[src/yuv422_to_rgb_bright_spot_locator_defines.svh]
// Assertion macros shared by the bright spot locator RTL.
// Included by the modules that carry concurrent checks; needs i_clk and i_rst_n in scope.
`ifndef YUV422_TO_RGB_BRIGHT_SPOT_LOCATOR_DEFINES_SVH
`define YUV422_TO_RGB_BRIGHT_SPOT_LOCATOR_DEFINES_SVH

// A property checked at every clock edge outside reset.
`define YBS_ASSERT(label, prop, msg) \
    label: assert property (@(posedge i_clk) disable iff (!i_rst_n) (prop)) \
        else $error(msg);

// A consequence that must hold in the cycle after its antecedent.
`define YBS_ASSERT_NEXT(label, ante, cons, msg) \
    label: assert property (@(posedge i_clk) disable iff (!i_rst_n) (ante) |=> (cons)) \
        else $error(msg);

`endif

[src/ybs_pkg.sv]
// Shared types and constants of the YUV 4:2:2 to RGB bright spot locator.
// No dependencies; used by every module of the block.
package ybs_pkg;

    // Configuration port.
    localparam int CFG_W     = 13;
    localparam int CFG_IDX_W = 2;

    localparam logic [CFG_IDX_W-1:0] REG_FRAME_WIDTH      = 2'd0;
    localparam logic [CFG_IDX_W-1:0] REG_FRAME_HEIGHT     = 2'd1;
    localparam logic [CFG_IDX_W-1:0] REG_BRIGHT_THRESHOLD = 2'd2;

    localparam logic [CFG_W-1:0] FRAME_WIDTH_RESET      = 13'd640;
    localparam logic [CFG_W-1:0] FRAME_HEIGHT_RESET     = 13'd360;
    localparam logic [7:0]       BRIGHT_THRESHOLD_RESET = 8'd250;

    typedef struct packed {
        logic [CFG_W-1:0] frame_width;
        logic [CFG_W-1:0] frame_height;
        logic [7:0]       bright_threshold;
    } t_cfg;

    // Defaults of the top level parameters.
    localparam int COORD_BITS_DEFAULT  = 12;
    localparam int QUEUE_DEPTH_DEFAULT = 2;

    // Fixed widths of the stream payloads.
    localparam int PIX_W      = 8;
    localparam int OUT_COORD_W = 12;
    localparam int S_DATA_W   = 32;
    localparam int M_DATA_W   = 80;

    // BT.601 integer conversion constants.
    localparam int COEF_Y    = 298;
    localparam int COEF_RV   = 409;
    localparam int COEF_GU   = 100;
    localparam int COEF_GV   = 208;
    localparam int COEF_BU   = 516;
    localparam int ROUND_ADD = 128;
    localparam int Y_OFFSET  = 16;
    localparam int C_OFFSET  = 128;
    localparam int CH_MAX    = 255;

    // Direction codes of a report.
    localparam logic [1:0] DIR_BACK    = 2'd0;
    localparam logic [1:0] DIR_LEFT    = 2'd1;
    localparam logic [1:0] DIR_RIGHT   = 2'd2;
    localparam logic [1:0] DIR_FORWARD = 2'd3;

endpackage

[src/ybs_front.sv]
// Front end of the locator: accepts pixel pairs and stamps each with its raster position.
// Depends on ybs_pkg; feeds ybs_queue.
module ybs_front #(
    parameter int COORD_BITS = ybs_pkg::COORD_BITS_DEFAULT,
    parameter int ENTRY_W    = 2 * COORD_BITS + 1 + ybs_pkg::S_DATA_W
) (
    input  logic                         i_clk,
    input  logic                         i_rst_n,
    input  ybs_pkg::t_cfg                i_cfg,
    input  logic                         i_valid,
    output logic                         o_ready,
    input  logic [ybs_pkg::S_DATA_W-1:0] i_data,
    input  logic                         i_frame_start,
    input  logic                         i_full,
    output logic                         o_push,
    output logic [ENTRY_W-1:0]           o_entry
);

    localparam int HC_W  = COORD_BITS + 1;
    localparam int CMP_W = (HC_W > ybs_pkg::CFG_W) ? HC_W : ybs_pkg::CFG_W;

    logic [COORD_BITS-1:0] r_col, n_col;
    logic [COORD_BITS-1:0] r_row, n_row;
    logic [COORD_BITS-1:0] w_col, w_row;
    logic [HC_W-1:0]       w_col_next, w_row_next;

    assign o_ready = !i_full;
    assign o_push  = i_valid && !i_full;

    // A frame start pair sits at the origin whatever the counters hold.
    assign w_col = i_frame_start ? '0 : r_col;
    assign w_row = i_frame_start ? '0 : r_row;

    assign w_col_next = HC_W'(w_col) + HC_W'(2);
    assign w_row_next = HC_W'(w_row) + HC_W'(1);

    always_comb begin
        n_col = w_col_next[COORD_BITS-1:0];
        n_row = w_row;
        if (CMP_W'(w_col_next) >= CMP_W'(i_cfg.frame_width) || w_col_next[COORD_BITS]) begin
            n_col = '0;
            n_row = w_row_next[COORD_BITS-1:0];
            if (CMP_W'(w_row_next) >= CMP_W'(i_cfg.frame_height) || w_row_next[COORD_BITS]) begin
                n_row = '0;
            end
        end
    end

    always_ff @(posedge i_clk) begin
        if (!i_rst_n) begin
            r_col <= '0;
            r_row <= '0;
        end else if (o_push) begin
            r_col <= n_col;
            r_row <= n_row;
        end
    end

    assign o_entry = {w_row, w_col, i_frame_start, i_data};

endmodule

[src/ybs_queue.sv]
// Short FIFO between the front end and the conversion pipeline.
// Depends on ybs_pkg and the assertion macro header; DEPTH must be a power of two, two or more.
`include "yuv422_to_rgb_bright_spot_locator_defines.svh"

module ybs_queue #(
    parameter int WIDTH = 8,
    parameter int DEPTH = ybs_pkg::QUEUE_DEPTH_DEFAULT
) (
    input  logic             i_clk,
    input  logic             i_rst_n,
    input  logic             i_push,
    input  logic [WIDTH-1:0] i_wr_data,
    input  logic             i_pop,
    output logic [WIDTH-1:0] o_rd_data,
    output logic             o_full,
    output logic             o_empty
);

    localparam int PTR_W = $clog2(DEPTH);
    localparam int CNT_W = $clog2(DEPTH + 1);

    logic [WIDTH-1:0] r_mem [DEPTH];
    logic [PTR_W-1:0] r_wr_ptr, r_rd_ptr;
    logic [CNT_W-1:0] r_count;

    assign o_full    = (r_count == CNT_W'(DEPTH));
    assign o_empty   = (r_count == '0);
    assign o_rd_data = r_mem[r_rd_ptr];

    always_ff @(posedge i_clk) begin
        if (i_push) begin
            r_mem[r_wr_ptr] <= i_wr_data;
        end
    end

    always_ff @(posedge i_clk) begin
        if (!i_rst_n) begin
            r_wr_ptr <= '0;
            r_rd_ptr <= '0;
            r_count  <= '0;
        end else begin
            if (i_push) begin
                r_wr_ptr <= r_wr_ptr + 1'b1;
            end
            if (i_pop) begin
                r_rd_ptr <= r_rd_ptr + 1'b1;
            end
            if (i_push && !i_pop) begin
                r_count <= r_count + 1'b1;
            end else if (i_pop && !i_push) begin
                r_count <= r_count - 1'b1;
            end
        end
    end

    `YBS_ASSERT(q_count_range, r_count <= CNT_W'(DEPTH), "queue count beyond depth")
    `YBS_ASSERT_NEXT(q_count_up, i_push && !i_pop, r_count == $past(r_count) + 1'b1, "queue lost a push")

endmodule

[src/ybs_back.sv]
// Back end of the locator: BT.601 conversion pipeline, bright spot search and output register.
// Depends on ybs_pkg and the assertion macro header; drains ybs_queue.
`include "yuv422_to_rgb_bright_spot_locator_defines.svh"

module ybs_back #(
    parameter int COORD_BITS = ybs_pkg::COORD_BITS_DEFAULT,
    parameter int ENTRY_W    = 2 * COORD_BITS + 1 + ybs_pkg::S_DATA_W
) (
    input  logic                         i_clk,
    input  logic                         i_rst_n,
    input  ybs_pkg::t_cfg                i_cfg,
    input  logic [ENTRY_W-1:0]           i_entry,
    input  logic                         i_empty,
    output logic                         o_pop,
    output logic                         o_valid,
    input  logic                         i_ready,
    output logic [ybs_pkg::M_DATA_W-1:0] o_data,
    output logic                         o_hit
);

    localparam int PW    = ybs_pkg::PIX_W;
    localparam int OCW   = ybs_pkg::OUT_COORD_W;
    localparam int AW    = 20;
    localparam int HC_W  = COORD_BITS + 1;
    localparam int CMP_W = (HC_W > ybs_pkg::CFG_W) ? HC_W : ybs_pkg::CFG_W;
    localparam int EXT_W = (HC_W > OCW) ? HC_W : OCW;
    localparam int DIR_LO = 6 * PW;
    localparam int ROW_HI = DIR_LO + 2 + 2 * OCW - 1;

    function automatic logic [PW-1:0] clamp8(input logic signed [AW-1:0] t);
        logic [AW-9:0] q;
        q = t[AW-1:8];
        if (t < 0) begin
            return '0;
        end else if (q > (AW-8)'(ybs_pkg::CH_MAX)) begin
            return PW'(ybs_pkg::CH_MAX);
        end else begin
            return q[PW-1:0];
        end
    endfunction

    // Stage 0: unpack the queue head.
    logic [PW-1:0]         w_y0, w_y1, w_u, w_v;
    logic                  w_fs;
    logic [COORD_BITS-1:0] w_col, w_row;
    logic signed [AW-1:0]  w_c0, w_c1, w_d, w_e;

    assign {w_row, w_col, w_fs, w_v, w_u, w_y1, w_y0} = i_entry;

    assign w_c0 = signed'(AW'(w_y0)) - signed'(AW'(ybs_pkg::Y_OFFSET));
    assign w_c1 = signed'(AW'(w_y1)) - signed'(AW'(ybs_pkg::Y_OFFSET));
    assign w_d  = signed'(AW'(w_u)) - signed'(AW'(ybs_pkg::C_OFFSET));
    assign w_e  = signed'(AW'(w_v)) - signed'(AW'(ybs_pkg::C_OFFSET));

    logic w_adv;
    assign w_adv = !o_valid || i_ready;
    assign o_pop = w_adv && !i_empty;

    // Stage 1: products.
    logic                  r1_valid, r1_fs;
    logic [COORD_BITS-1:0] r1_col, r1_row;
    logic signed [AW-1:0]  r1_py0, r1_py1, r1_rv, r1_gu, r1_gv, r1_bu;

    // Stage 2: clamped channels.
    logic                  r2_valid, r2_fs;
    logic [COORD_BITS-1:0] r2_col, r2_row;
    logic [PW-1:0]         r2_rgb [6];

    // Stage 3: output register and search state.
    logic                  r_out_valid, r_out_hit;
    logic [ybs_pkg::M_DATA_W-1:0] r_out_data;
    logic                  r_hit_seen;

    logic signed [AW-1:0]  w_rnd;
    assign w_rnd = signed'(AW'(ybs_pkg::ROUND_ADD));

    always_ff @(posedge i_clk) begin
        if (w_adv) begin
            r1_fs  <= w_fs;
            r1_col <= w_col;
            r1_row <= w_row;
            r1_py0 <= w_c0 * signed'(AW'(ybs_pkg::COEF_Y));
            r1_py1 <= w_c1 * signed'(AW'(ybs_pkg::COEF_Y));
            r1_rv  <= w_e * signed'(AW'(ybs_pkg::COEF_RV));
            r1_gu  <= w_d * signed'(AW'(ybs_pkg::COEF_GU));
            r1_gv  <= w_e * signed'(AW'(ybs_pkg::COEF_GV));
            r1_bu  <= w_d * signed'(AW'(ybs_pkg::COEF_BU));

            r2_fs     <= r1_fs;
            r2_col    <= r1_col;
            r2_row    <= r1_row;
            r2_rgb[0] <= clamp8(r1_py0 + r1_rv + w_rnd);
            r2_rgb[1] <= clamp8(r1_py0 - r1_gu - r1_gv + w_rnd);
            r2_rgb[2] <= clamp8(r1_py0 + r1_bu + w_rnd);
            r2_rgb[3] <= clamp8(r1_py1 + r1_rv + w_rnd);
            r2_rgb[4] <= clamp8(r1_py1 - r1_gu - r1_gv + w_rnd);
            r2_rgb[5] <= clamp8(r1_py1 + r1_bu + w_rnd);
        end
    end

    // Search: the left pixel wins when both pixels are bright.
    logic                  w_bright_l, w_bright_r, w_seen, w_hit;
    logic [HC_W-1:0]       w_hcol;
    logic [COORD_BITS-1:0] w_hrow;
    logic [1:0]            w_dir;
    logic [CMP_W-1:0]      w_col_ext, w_fw, w_fw_q, w_fh_q, w_row_ext;
    logic [EXT_W-1:0]      w_hcol_out, w_hrow_out;
    logic [ybs_pkg::M_DATA_W-1:0] n_out_data;

    assign w_bright_l = r2_rgb[0] >= i_cfg.bright_threshold
                     && r2_rgb[1] >= i_cfg.bright_threshold
                     && r2_rgb[2] >= i_cfg.bright_threshold;
    assign w_bright_r = r2_rgb[3] >= i_cfg.bright_threshold
                     && r2_rgb[4] >= i_cfg.bright_threshold
                     && r2_rgb[5] >= i_cfg.bright_threshold;
    assign w_seen = r_hit_seen && !r2_fs;
    assign w_hit  = !w_seen && (w_bright_l || w_bright_r);

    assign w_fw      = CMP_W'(i_cfg.frame_width);
    assign w_fw_q    = CMP_W'(i_cfg.frame_width >> 2);
    assign w_fh_q    = CMP_W'(i_cfg.frame_height >> 2);
    assign w_col_ext = CMP_W'(w_hcol);
    assign w_row_ext = CMP_W'(r2_row);

    always_comb begin
        w_hcol = '0;
        w_hrow = '0;
        w_dir  = ybs_pkg::DIR_BACK;
        if (w_hit) begin
            w_hcol = w_bright_l ? HC_W'(r2_col) : HC_W'(r2_col) + HC_W'(1);
            w_hrow = r2_row;
            if (w_row_ext < w_fh_q) begin
                w_dir = ybs_pkg::DIR_BACK;
            end else if (w_col_ext < w_fw_q) begin
                w_dir = ybs_pkg::DIR_LEFT;
            end else if (w_col_ext > w_fw - w_fw_q) begin
                w_dir = ybs_pkg::DIR_RIGHT;
            end else begin
                w_dir = ybs_pkg::DIR_FORWARD;
            end
        end
    end

    assign w_hcol_out = EXT_W'(w_hcol);
    assign w_hrow_out = EXT_W'(w_hrow);
    assign n_out_data = {{(ybs_pkg::M_DATA_W - ROW_HI - 1){1'b0}},
                         w_hrow_out[OCW-1:0], w_hcol_out[OCW-1:0], w_dir,
                         r2_rgb[5], r2_rgb[4], r2_rgb[3],
                         r2_rgb[2], r2_rgb[1], r2_rgb[0]};

    always_ff @(posedge i_clk) begin
        if (w_adv) begin
            r_out_data <= n_out_data;
            r_out_hit  <= w_hit;
        end
    end

    always_ff @(posedge i_clk) begin
        if (!i_rst_n) begin
            r1_valid    <= 1'b0;
            r2_valid    <= 1'b0;
            r_out_valid <= 1'b0;
            r_hit_seen  <= 1'b0;
        end else if (w_adv) begin
            r1_valid    <= !i_empty;
            r2_valid    <= r1_valid;
            r_out_valid <= r2_valid;
            if (r2_valid) begin
                r_hit_seen <= w_seen || w_hit;
            end
        end
    end

    assign o_valid = r_out_valid;
    assign o_data  = r_out_data;
    assign o_hit   = r_out_hit;

    `YBS_ASSERT(b_quiet_fields, r_out_valid && !r_out_hit |-> r_out_data[ROW_HI:DIR_LO] == '0, "report fields set without a hit")
    `YBS_ASSERT_NEXT(b_seen_after_hit, w_adv && r2_valid && w_hit, r_hit_seen, "hit not recorded")
    `YBS_ASSERT(b_single_hit, w_adv && r2_valid && r_hit_seen && !r2_fs |-> !w_hit, "second hit in one frame")

endmodule

[src/yuv422_to_rgb_bright_spot_locator.sv]
// Top level of the YUV 4:2:2 to RGB888 converter with bright spot locator.
// Depends on ybs_pkg, ybs_front, ybs_queue and ybs_back.
//
// The block takes one 4:2:2 pixel pair per request on the slave stream and returns, for every
// pair, one request on the master stream with both pixels converted to 8-bit RGB using the
// BT.601 integer formula, clamped to 0..255. It keeps the raster position of each pair from
// frame_width and frame_height, and marks the first pixel of each frame whose red, green and
// blue all reach bright_threshold: hit_report goes high on that pair's result, with the pixel's
// column and row and a coarse direction (back for the top quarter of rows, else left, right or
// forward by column quarter). Without a hit those three fields are zero. When both pixels of a
// pair are bright the left one is reported. A pair flagged as frame start sits at column zero,
// row zero, and opens a new search. The sustained rate is one pair per clock while the master
// side takes results; an accepted pair passes through the queue, two entries deep by default,
// and then the three registers of the conversion pipeline (products, clamped sums, search and
// output register). The pipeline stalls as a whole when its output register is held, and the
// queue keeps the slave side open meanwhile until it fills. Configuration is written through
// the plain write port, by the user only while the block is idle (the block does not enforce it).
module yuv422_to_rgb_bright_spot_locator #(
    parameter int COORD_BITS  = ybs_pkg::COORD_BITS_DEFAULT,
    parameter int QUEUE_DEPTH = ybs_pkg::QUEUE_DEPTH_DEFAULT
) (
    input  logic                          i_clk,
    input  logic                          i_rst_n,

    // Configuration write port.
    input  logic                          i_cfg_wr_en,
    input  logic [ybs_pkg::CFG_IDX_W-1:0] i_cfg_index,
    input  logic [ybs_pkg::CFG_W-1:0]     i_cfg_data,

    // Pixel pair stream.
    input  logic                          s_axis_tvalid,
    output logic                          s_axis_tready,
    // luma_first[7:0], luma_second[15:8], chroma_blue[23:16], chroma_red[31:24]
    input  logic [ybs_pkg::S_DATA_W-1:0]  s_axis_tdata,
    // frame_start[0]
    input  logic [0:0]                    s_axis_tuser,

    // Result stream.
    output logic                          m_axis_tvalid,
    input  logic                          m_axis_tready,
    // red_first[7:0], green_first[15:8], blue_first[23:16], red_second[31:24],
    // green_second[39:32], blue_second[47:40], direction[49:48], hit_column[61:50],
    // hit_row[73:62], zeros above
    output logic [ybs_pkg::M_DATA_W-1:0]  m_axis_tdata,
    // hit_report[0]
    output logic [0:0]                    m_axis_tuser
);

    localparam int ENTRY_W = 2 * COORD_BITS + 1 + ybs_pkg::S_DATA_W;

    // Configuration registers; the user must write them only while no pair is in flight, unenforced here.
    ybs_pkg::t_cfg r_cfg;

    always_ff @(posedge i_clk) begin
        if (!i_rst_n) begin
            r_cfg.frame_width      <= ybs_pkg::FRAME_WIDTH_RESET;
            r_cfg.frame_height     <= ybs_pkg::FRAME_HEIGHT_RESET;
            r_cfg.bright_threshold <= ybs_pkg::BRIGHT_THRESHOLD_RESET;
        end else if (i_cfg_wr_en) begin
            unique case (i_cfg_index)
                ybs_pkg::REG_FRAME_WIDTH:      r_cfg.frame_width      <= i_cfg_data;
                ybs_pkg::REG_FRAME_HEIGHT:     r_cfg.frame_height     <= i_cfg_data;
                ybs_pkg::REG_BRIGHT_THRESHOLD: r_cfg.bright_threshold <= i_cfg_data[7:0];
                default: begin
                end
            endcase
        end
    end

    logic               w_push, w_pop, w_full, w_empty;
    logic [ENTRY_W-1:0] w_wr_entry, w_rd_entry;

    // The front end stamps each accepted pair with its column and row.
    ybs_front #(
        .COORD_BITS (COORD_BITS),
        .ENTRY_W    (ENTRY_W)
    ) u_front (
        .i_clk         (i_clk),
        .i_rst_n       (i_rst_n),
        .i_cfg         (r_cfg),
        .i_valid       (s_axis_tvalid),
        .o_ready       (s_axis_tready),
        .i_data        (s_axis_tdata),
        .i_frame_start (s_axis_tuser[0]),
        .i_full        (w_full),
        .o_push        (w_push),
        .o_entry       (w_wr_entry)
    );

    // The queue lets the front end keep accepting while the result side is held.
    ybs_queue #(
        .WIDTH (ENTRY_W),
        .DEPTH (QUEUE_DEPTH)
    ) u_queue (
        .i_clk     (i_clk),
        .i_rst_n   (i_rst_n),
        .i_push    (w_push),
        .i_wr_data (w_wr_entry),
        .i_pop     (w_pop),
        .o_rd_data (w_rd_entry),
        .o_full    (w_full),
        .o_empty   (w_empty)
    );

    // The back end converts, searches and holds the result for the master side.
    ybs_back #(
        .COORD_BITS (COORD_BITS),
        .ENTRY_W    (ENTRY_W)
    ) u_back (
        .i_clk   (i_clk),
        .i_rst_n (i_rst_n),
        .i_cfg   (r_cfg),
        .i_entry (w_rd_entry),
        .i_empty (w_empty),
        .o_pop   (w_pop),
        .o_valid (m_axis_tvalid),
        .i_ready (m_axis_tready),
        .o_data  (m_axis_tdata),
        .o_hit   (m_axis_tuser[0])
    );

endmodule

[config.mk]
export PLATFORM = sky130hd
export DESIGN_NAME = yuv422_to_rgb_bright_spot_locator
export DESIGN_NICKNAME = d
export VERILOG_FILES = /design/src/ybs_pkg.sv /design/src/ybs_front.sv /design/src/ybs_queue.sv /design/src/ybs_back.sv /design/src/yuv422_to_rgb_bright_spot_locator.sv
export VERILOG_INCLUDE_DIRS = /design/src /design/src/src
export SDC_FILE = /design/constraint.sdc
export NUM_CORES = 1
export LEC_CHECK = 0
export ABC_AREA = 0
export BUFFER_PORTS_ARGS = -buffer_cell sky130_fd_sc_hd__buf_2
export CAP_MARGIN = 20
export CORE_ASPECT_RATIO = 1.1
export CORE_MARGIN = 2
export CORE_UTILIZATION = 40
export DETAILED_ROUTE_END_ITERATION = 7
export GPL_ROUTABILITY_DRIVEN = 0
export HOLD_SLACK_MARGIN = 0.02
export PLACE_DENSITY = 0.67
export SYNTH_ARGS = -nofsm -noshare
export SYNTH_HDL_FRONTEND = slang
export SYNTH_SLANG_ARGS = --single-unit
[constraint.sdc]
create_clock -name i_clk -period 9.9 [get_ports i_clk]
set_input_delay 1.98 -clock i_clk [delete_from_list [all_inputs] [get_ports i_clk]]
set_output_delay 1.98 -clock i_clk [all_outputs]
set_load 0.005 [all_outputs]
==> flow_summary.yaml <==
status:
  status: "finished, final reports clean"
drt:
  drtIter0Drc: 1121
  num_vias: 19900
  via_per_inst: 5.07
  routedWlPerCell_um: 18.0
  first_pass_iters: 5
  ant_nets: 0
  routed_wl_mm: 70.8
  drc: 0
global_routing:
  grt_pass1_vias: 19800
  grt_max_degree: 159
  overflow: 0
  grt_antenna_before_repair: 2
  groute.usage.overall_pct: 18.0
  grt_pass1_wl_mm: 110
sta:
  worstMarginPinSlew_ns: 1.01
  layout_min_cycle_time_ns: 6.34
  setup_viol: 0
  slew_viol_final: 0
  setup-tns-final_ns: 0
  finalHoldViolCount: 0
  rsz0062_at_grt: "false"
  max_slew_margin_pct: 32.3
  timing.final.crit_share_pct: 64.0
  whs_ns: 0.413
  skew_ns: 0.0366
  fmax_mhz: 158
clocking:
  cts_tree: "built"
  ctsResizeCount: 0
  clk_latency_ns: 0.63
  clk_path_buf_depth: 3
  path_clk_slew_ns: 0.06
  cts_buffers: 51
  cts_max_level: 2
  cts_hold_buf: 0
  clkSinkCount: 459
  cts_setup_buffers: 0
  clockRootBuffer: "clkbuf_16"
flow_run:
  max-cap-violations: 0
floorplanning:
  std_cell_rows: 106
  die_x_um: 269
  die_h_um: 296
  ioPinCount: 136
  start_util_pct: 40.5
  die-area_sq_um: 79500
  fp.coreArea_sq_um: 76300
logic_synthesis:
  synth_area_leaders: "edfxtp_1 38%, ha_1 21%, fa_1 5.2%, dfxtp_1 4.3%, inv_1 4.0%"
  yosysSeqAreaShare_pct: 42.4
  synth-async-reset-ratio_pct: 0
  syn_inst: 2691
  synth_largest_type_area_fraction_pct: 38.1
  yosysTopAreaCell: "edfxtp_1"
  syn_area_sq_um: 30900
  yosys_most_used_dff: "edfxtp_1"
  synth_warnings: 0
  synth-edff-count: 392
  syn_area_per_cell_sq_um: 11.5
  synth_seq_cells: 459
  synthDistinctLibCells: 90
cells_and_area:
  area_delta_synth_final_pct: 11.7
  num-fill-cells: 7015
  drive_above_1_share_pct: 10.6
  num-nets-final: 3510
  final_area_sq_um: 34500
  fin_util_pct: 45.3
place:
  post_dp_cell_area_sq_um: 32800
  numPortBuffers: 129
  post-dp-hpwl_mm: 55.5
worst_setup_path:
  critPathRequiredTime_ns: 10.35
  worstPathArrival_ns: 6.78
  crit_path_max_fanout: 32
  startpoint_type: "flip-flop"
  critical_path_class: "reg -> reg"
  cp-end-kind: "flip-flop"
hold_path:
  hold_class: "reg -> reg"
  hold_start: "u_back.r1_row[5]$_DFFE_PN_"
==> final cells by class <==
type / instances / area [sq um] / share of cell area, %
Clock buffer: 65 / 1350 / 3.91
Clock inverter: 31 / 363 / 1.05
Tap cell: 1026 / 1280 / 3.72
Timing Repair Buffer: 140 / 753 / 2.18
Inverter: 336 / 1270 / 3.67
Antenna cell: 1 / 2.50 / 0.00725
Multi-Input combinational cell: 1867 / 16400 / 47.5
Sequential cell: 459 / 13100 / 38.0
==> cell families (layout without fill, tap and decap cells) <==
| family | after synthesis | in the layout | synth area share [%] |
|---|---|---|---|
| fa+ha+maj | 602 | 602 | 26.3 |
| simple gates | 530 | 530 | 8.63 |
| compound gates | 509 | 509 | 11.3 |
| flops | 459 | 459 | 42.4 |
| buf+inv | 370 | 572 | 4.61 |
| xor+xnor | 158 | 158 | 4.50 |
| mux | 62 | 62 | 2.19 |
| other cells | 1 | 7 | 0.0121 |
==> state kept, by name, summed over array words and instances, names as in the netlist, 15 cells and up, named ones only <==
name	count
u_back.o_data	74
u_queue.r_mem	114
u_back.r1_bu	15
u_back.r1_py0	19
u_back.r1_gu	18
r_cfg	34
u_back.r2_rgb	48
u_back.r1_rv	20
u_back.r1_py1	19
==> layout by cell type, fill, tap and decap left out, types with 81 or more instances in the layout <==
| cell | netlist | layout |
|---|---|---|
| xnor2_1 | 99 | 99 |
| a21oi_1 | 127 | 127 |
| fa_1 | 81 | 81 |
| nand2_1 | 154 | 154 |
| buf_2 | 2 | 129 |
| inv_1 | 333 | 332 |
| ha_1 | 521 | 521 |
| nor2_1 | 98 | 97 |
| edfxtp_1 | 392 | 392 |
==> cell usage after synthesis, drive strengths merged, types with 3 or more instances <==
cell / instances
fa: 81
o21ai: 69
nand2b: 21
mux2: 45
nand3: 52
a31o: 6
a31oi: 11
ha: 521
dfxtp: 67
o22ai: 3
a211o: 3
and4: 8
nand4b: 3
or3: 7
a21o: 51
o21a: 66
o31ai: 6
o21bai: 18
and2: 28
and3: 13
a21oi: 128
nor3b: 4
a2111oi: 3
a21boi: 47
nand4: 19
and4b: 3
edfxtp: 392
nor3: 39
nor2: 98
a22oi: 9
a211oi: 21
nor4: 8
o2111ai: 6
mux2i: 17
xor2: 58
inv: 334
nand2: 154
nor2b: 49
a221oi: 8
or2: 14
xnor2: 100
clkbuf: 24
buf: 10
a32oi: 8
o211ai: 24
==> worst paths after layout <==
path	to	slack [ns]	cells past startpoint
hold / removal	u_back.r2_row[5]$_DFFE_PN_	0.41	0
setup / recovery	u_back.r1_py1[16]$_DFFE_PN_	3.56	19
hold reg to reg	u_back.r2_row[5]$_DFFE_PN_	0.41	0
setup reg to reg	u_back.r1_py1[16]$_DFFE_PN_	3.56	19
==> metal layers <==
layer	vias up	track usage [%]	share of wire, %	wire (um)
met3	107	2.83	4.1	2870
met1	9483	22.8	44	31300
li1	9982	-	-	-
met5	-	0	0	0
met4	0	6.18	3.3	2350
met2	324	31.3	48	34300
==> per-stage QoR <==
step / setup slack (ns) / std cells
detailed placement: 3.57 / 3826
global placement: 3.73 / 3826
finish: 3.56 / 3925
CTS: 3.52 / 3922
floorplan: 2.24 / 2696
global route: 2.95 / 3924
==> worst max-delay path, stage by stage (launching register included) <==
cell,delay (ns)
dfxtp_2,0.81
buf_4,0.56
mux2i_1,0.31
ha_1,0.28
nand3_1,0.16
clkinv_1,0.41
ha_1,0.49
ha_1,0.31
inv_1,0.07
fa_1,0.43
fa_1,0.55
inv_1,0.04
ha_1,0.32
o21ai_0,0.12
a21boi_1,0.12
o21ai_0,0.15
nand2b_1,0.10
a221oi_1,0.46
o21ai_0,0.21
nor3_1,0.22
Power is left out: the tool's default activity adds up to more than one toggle a clock period on the data nets, which glitch-free logic cannot reach.
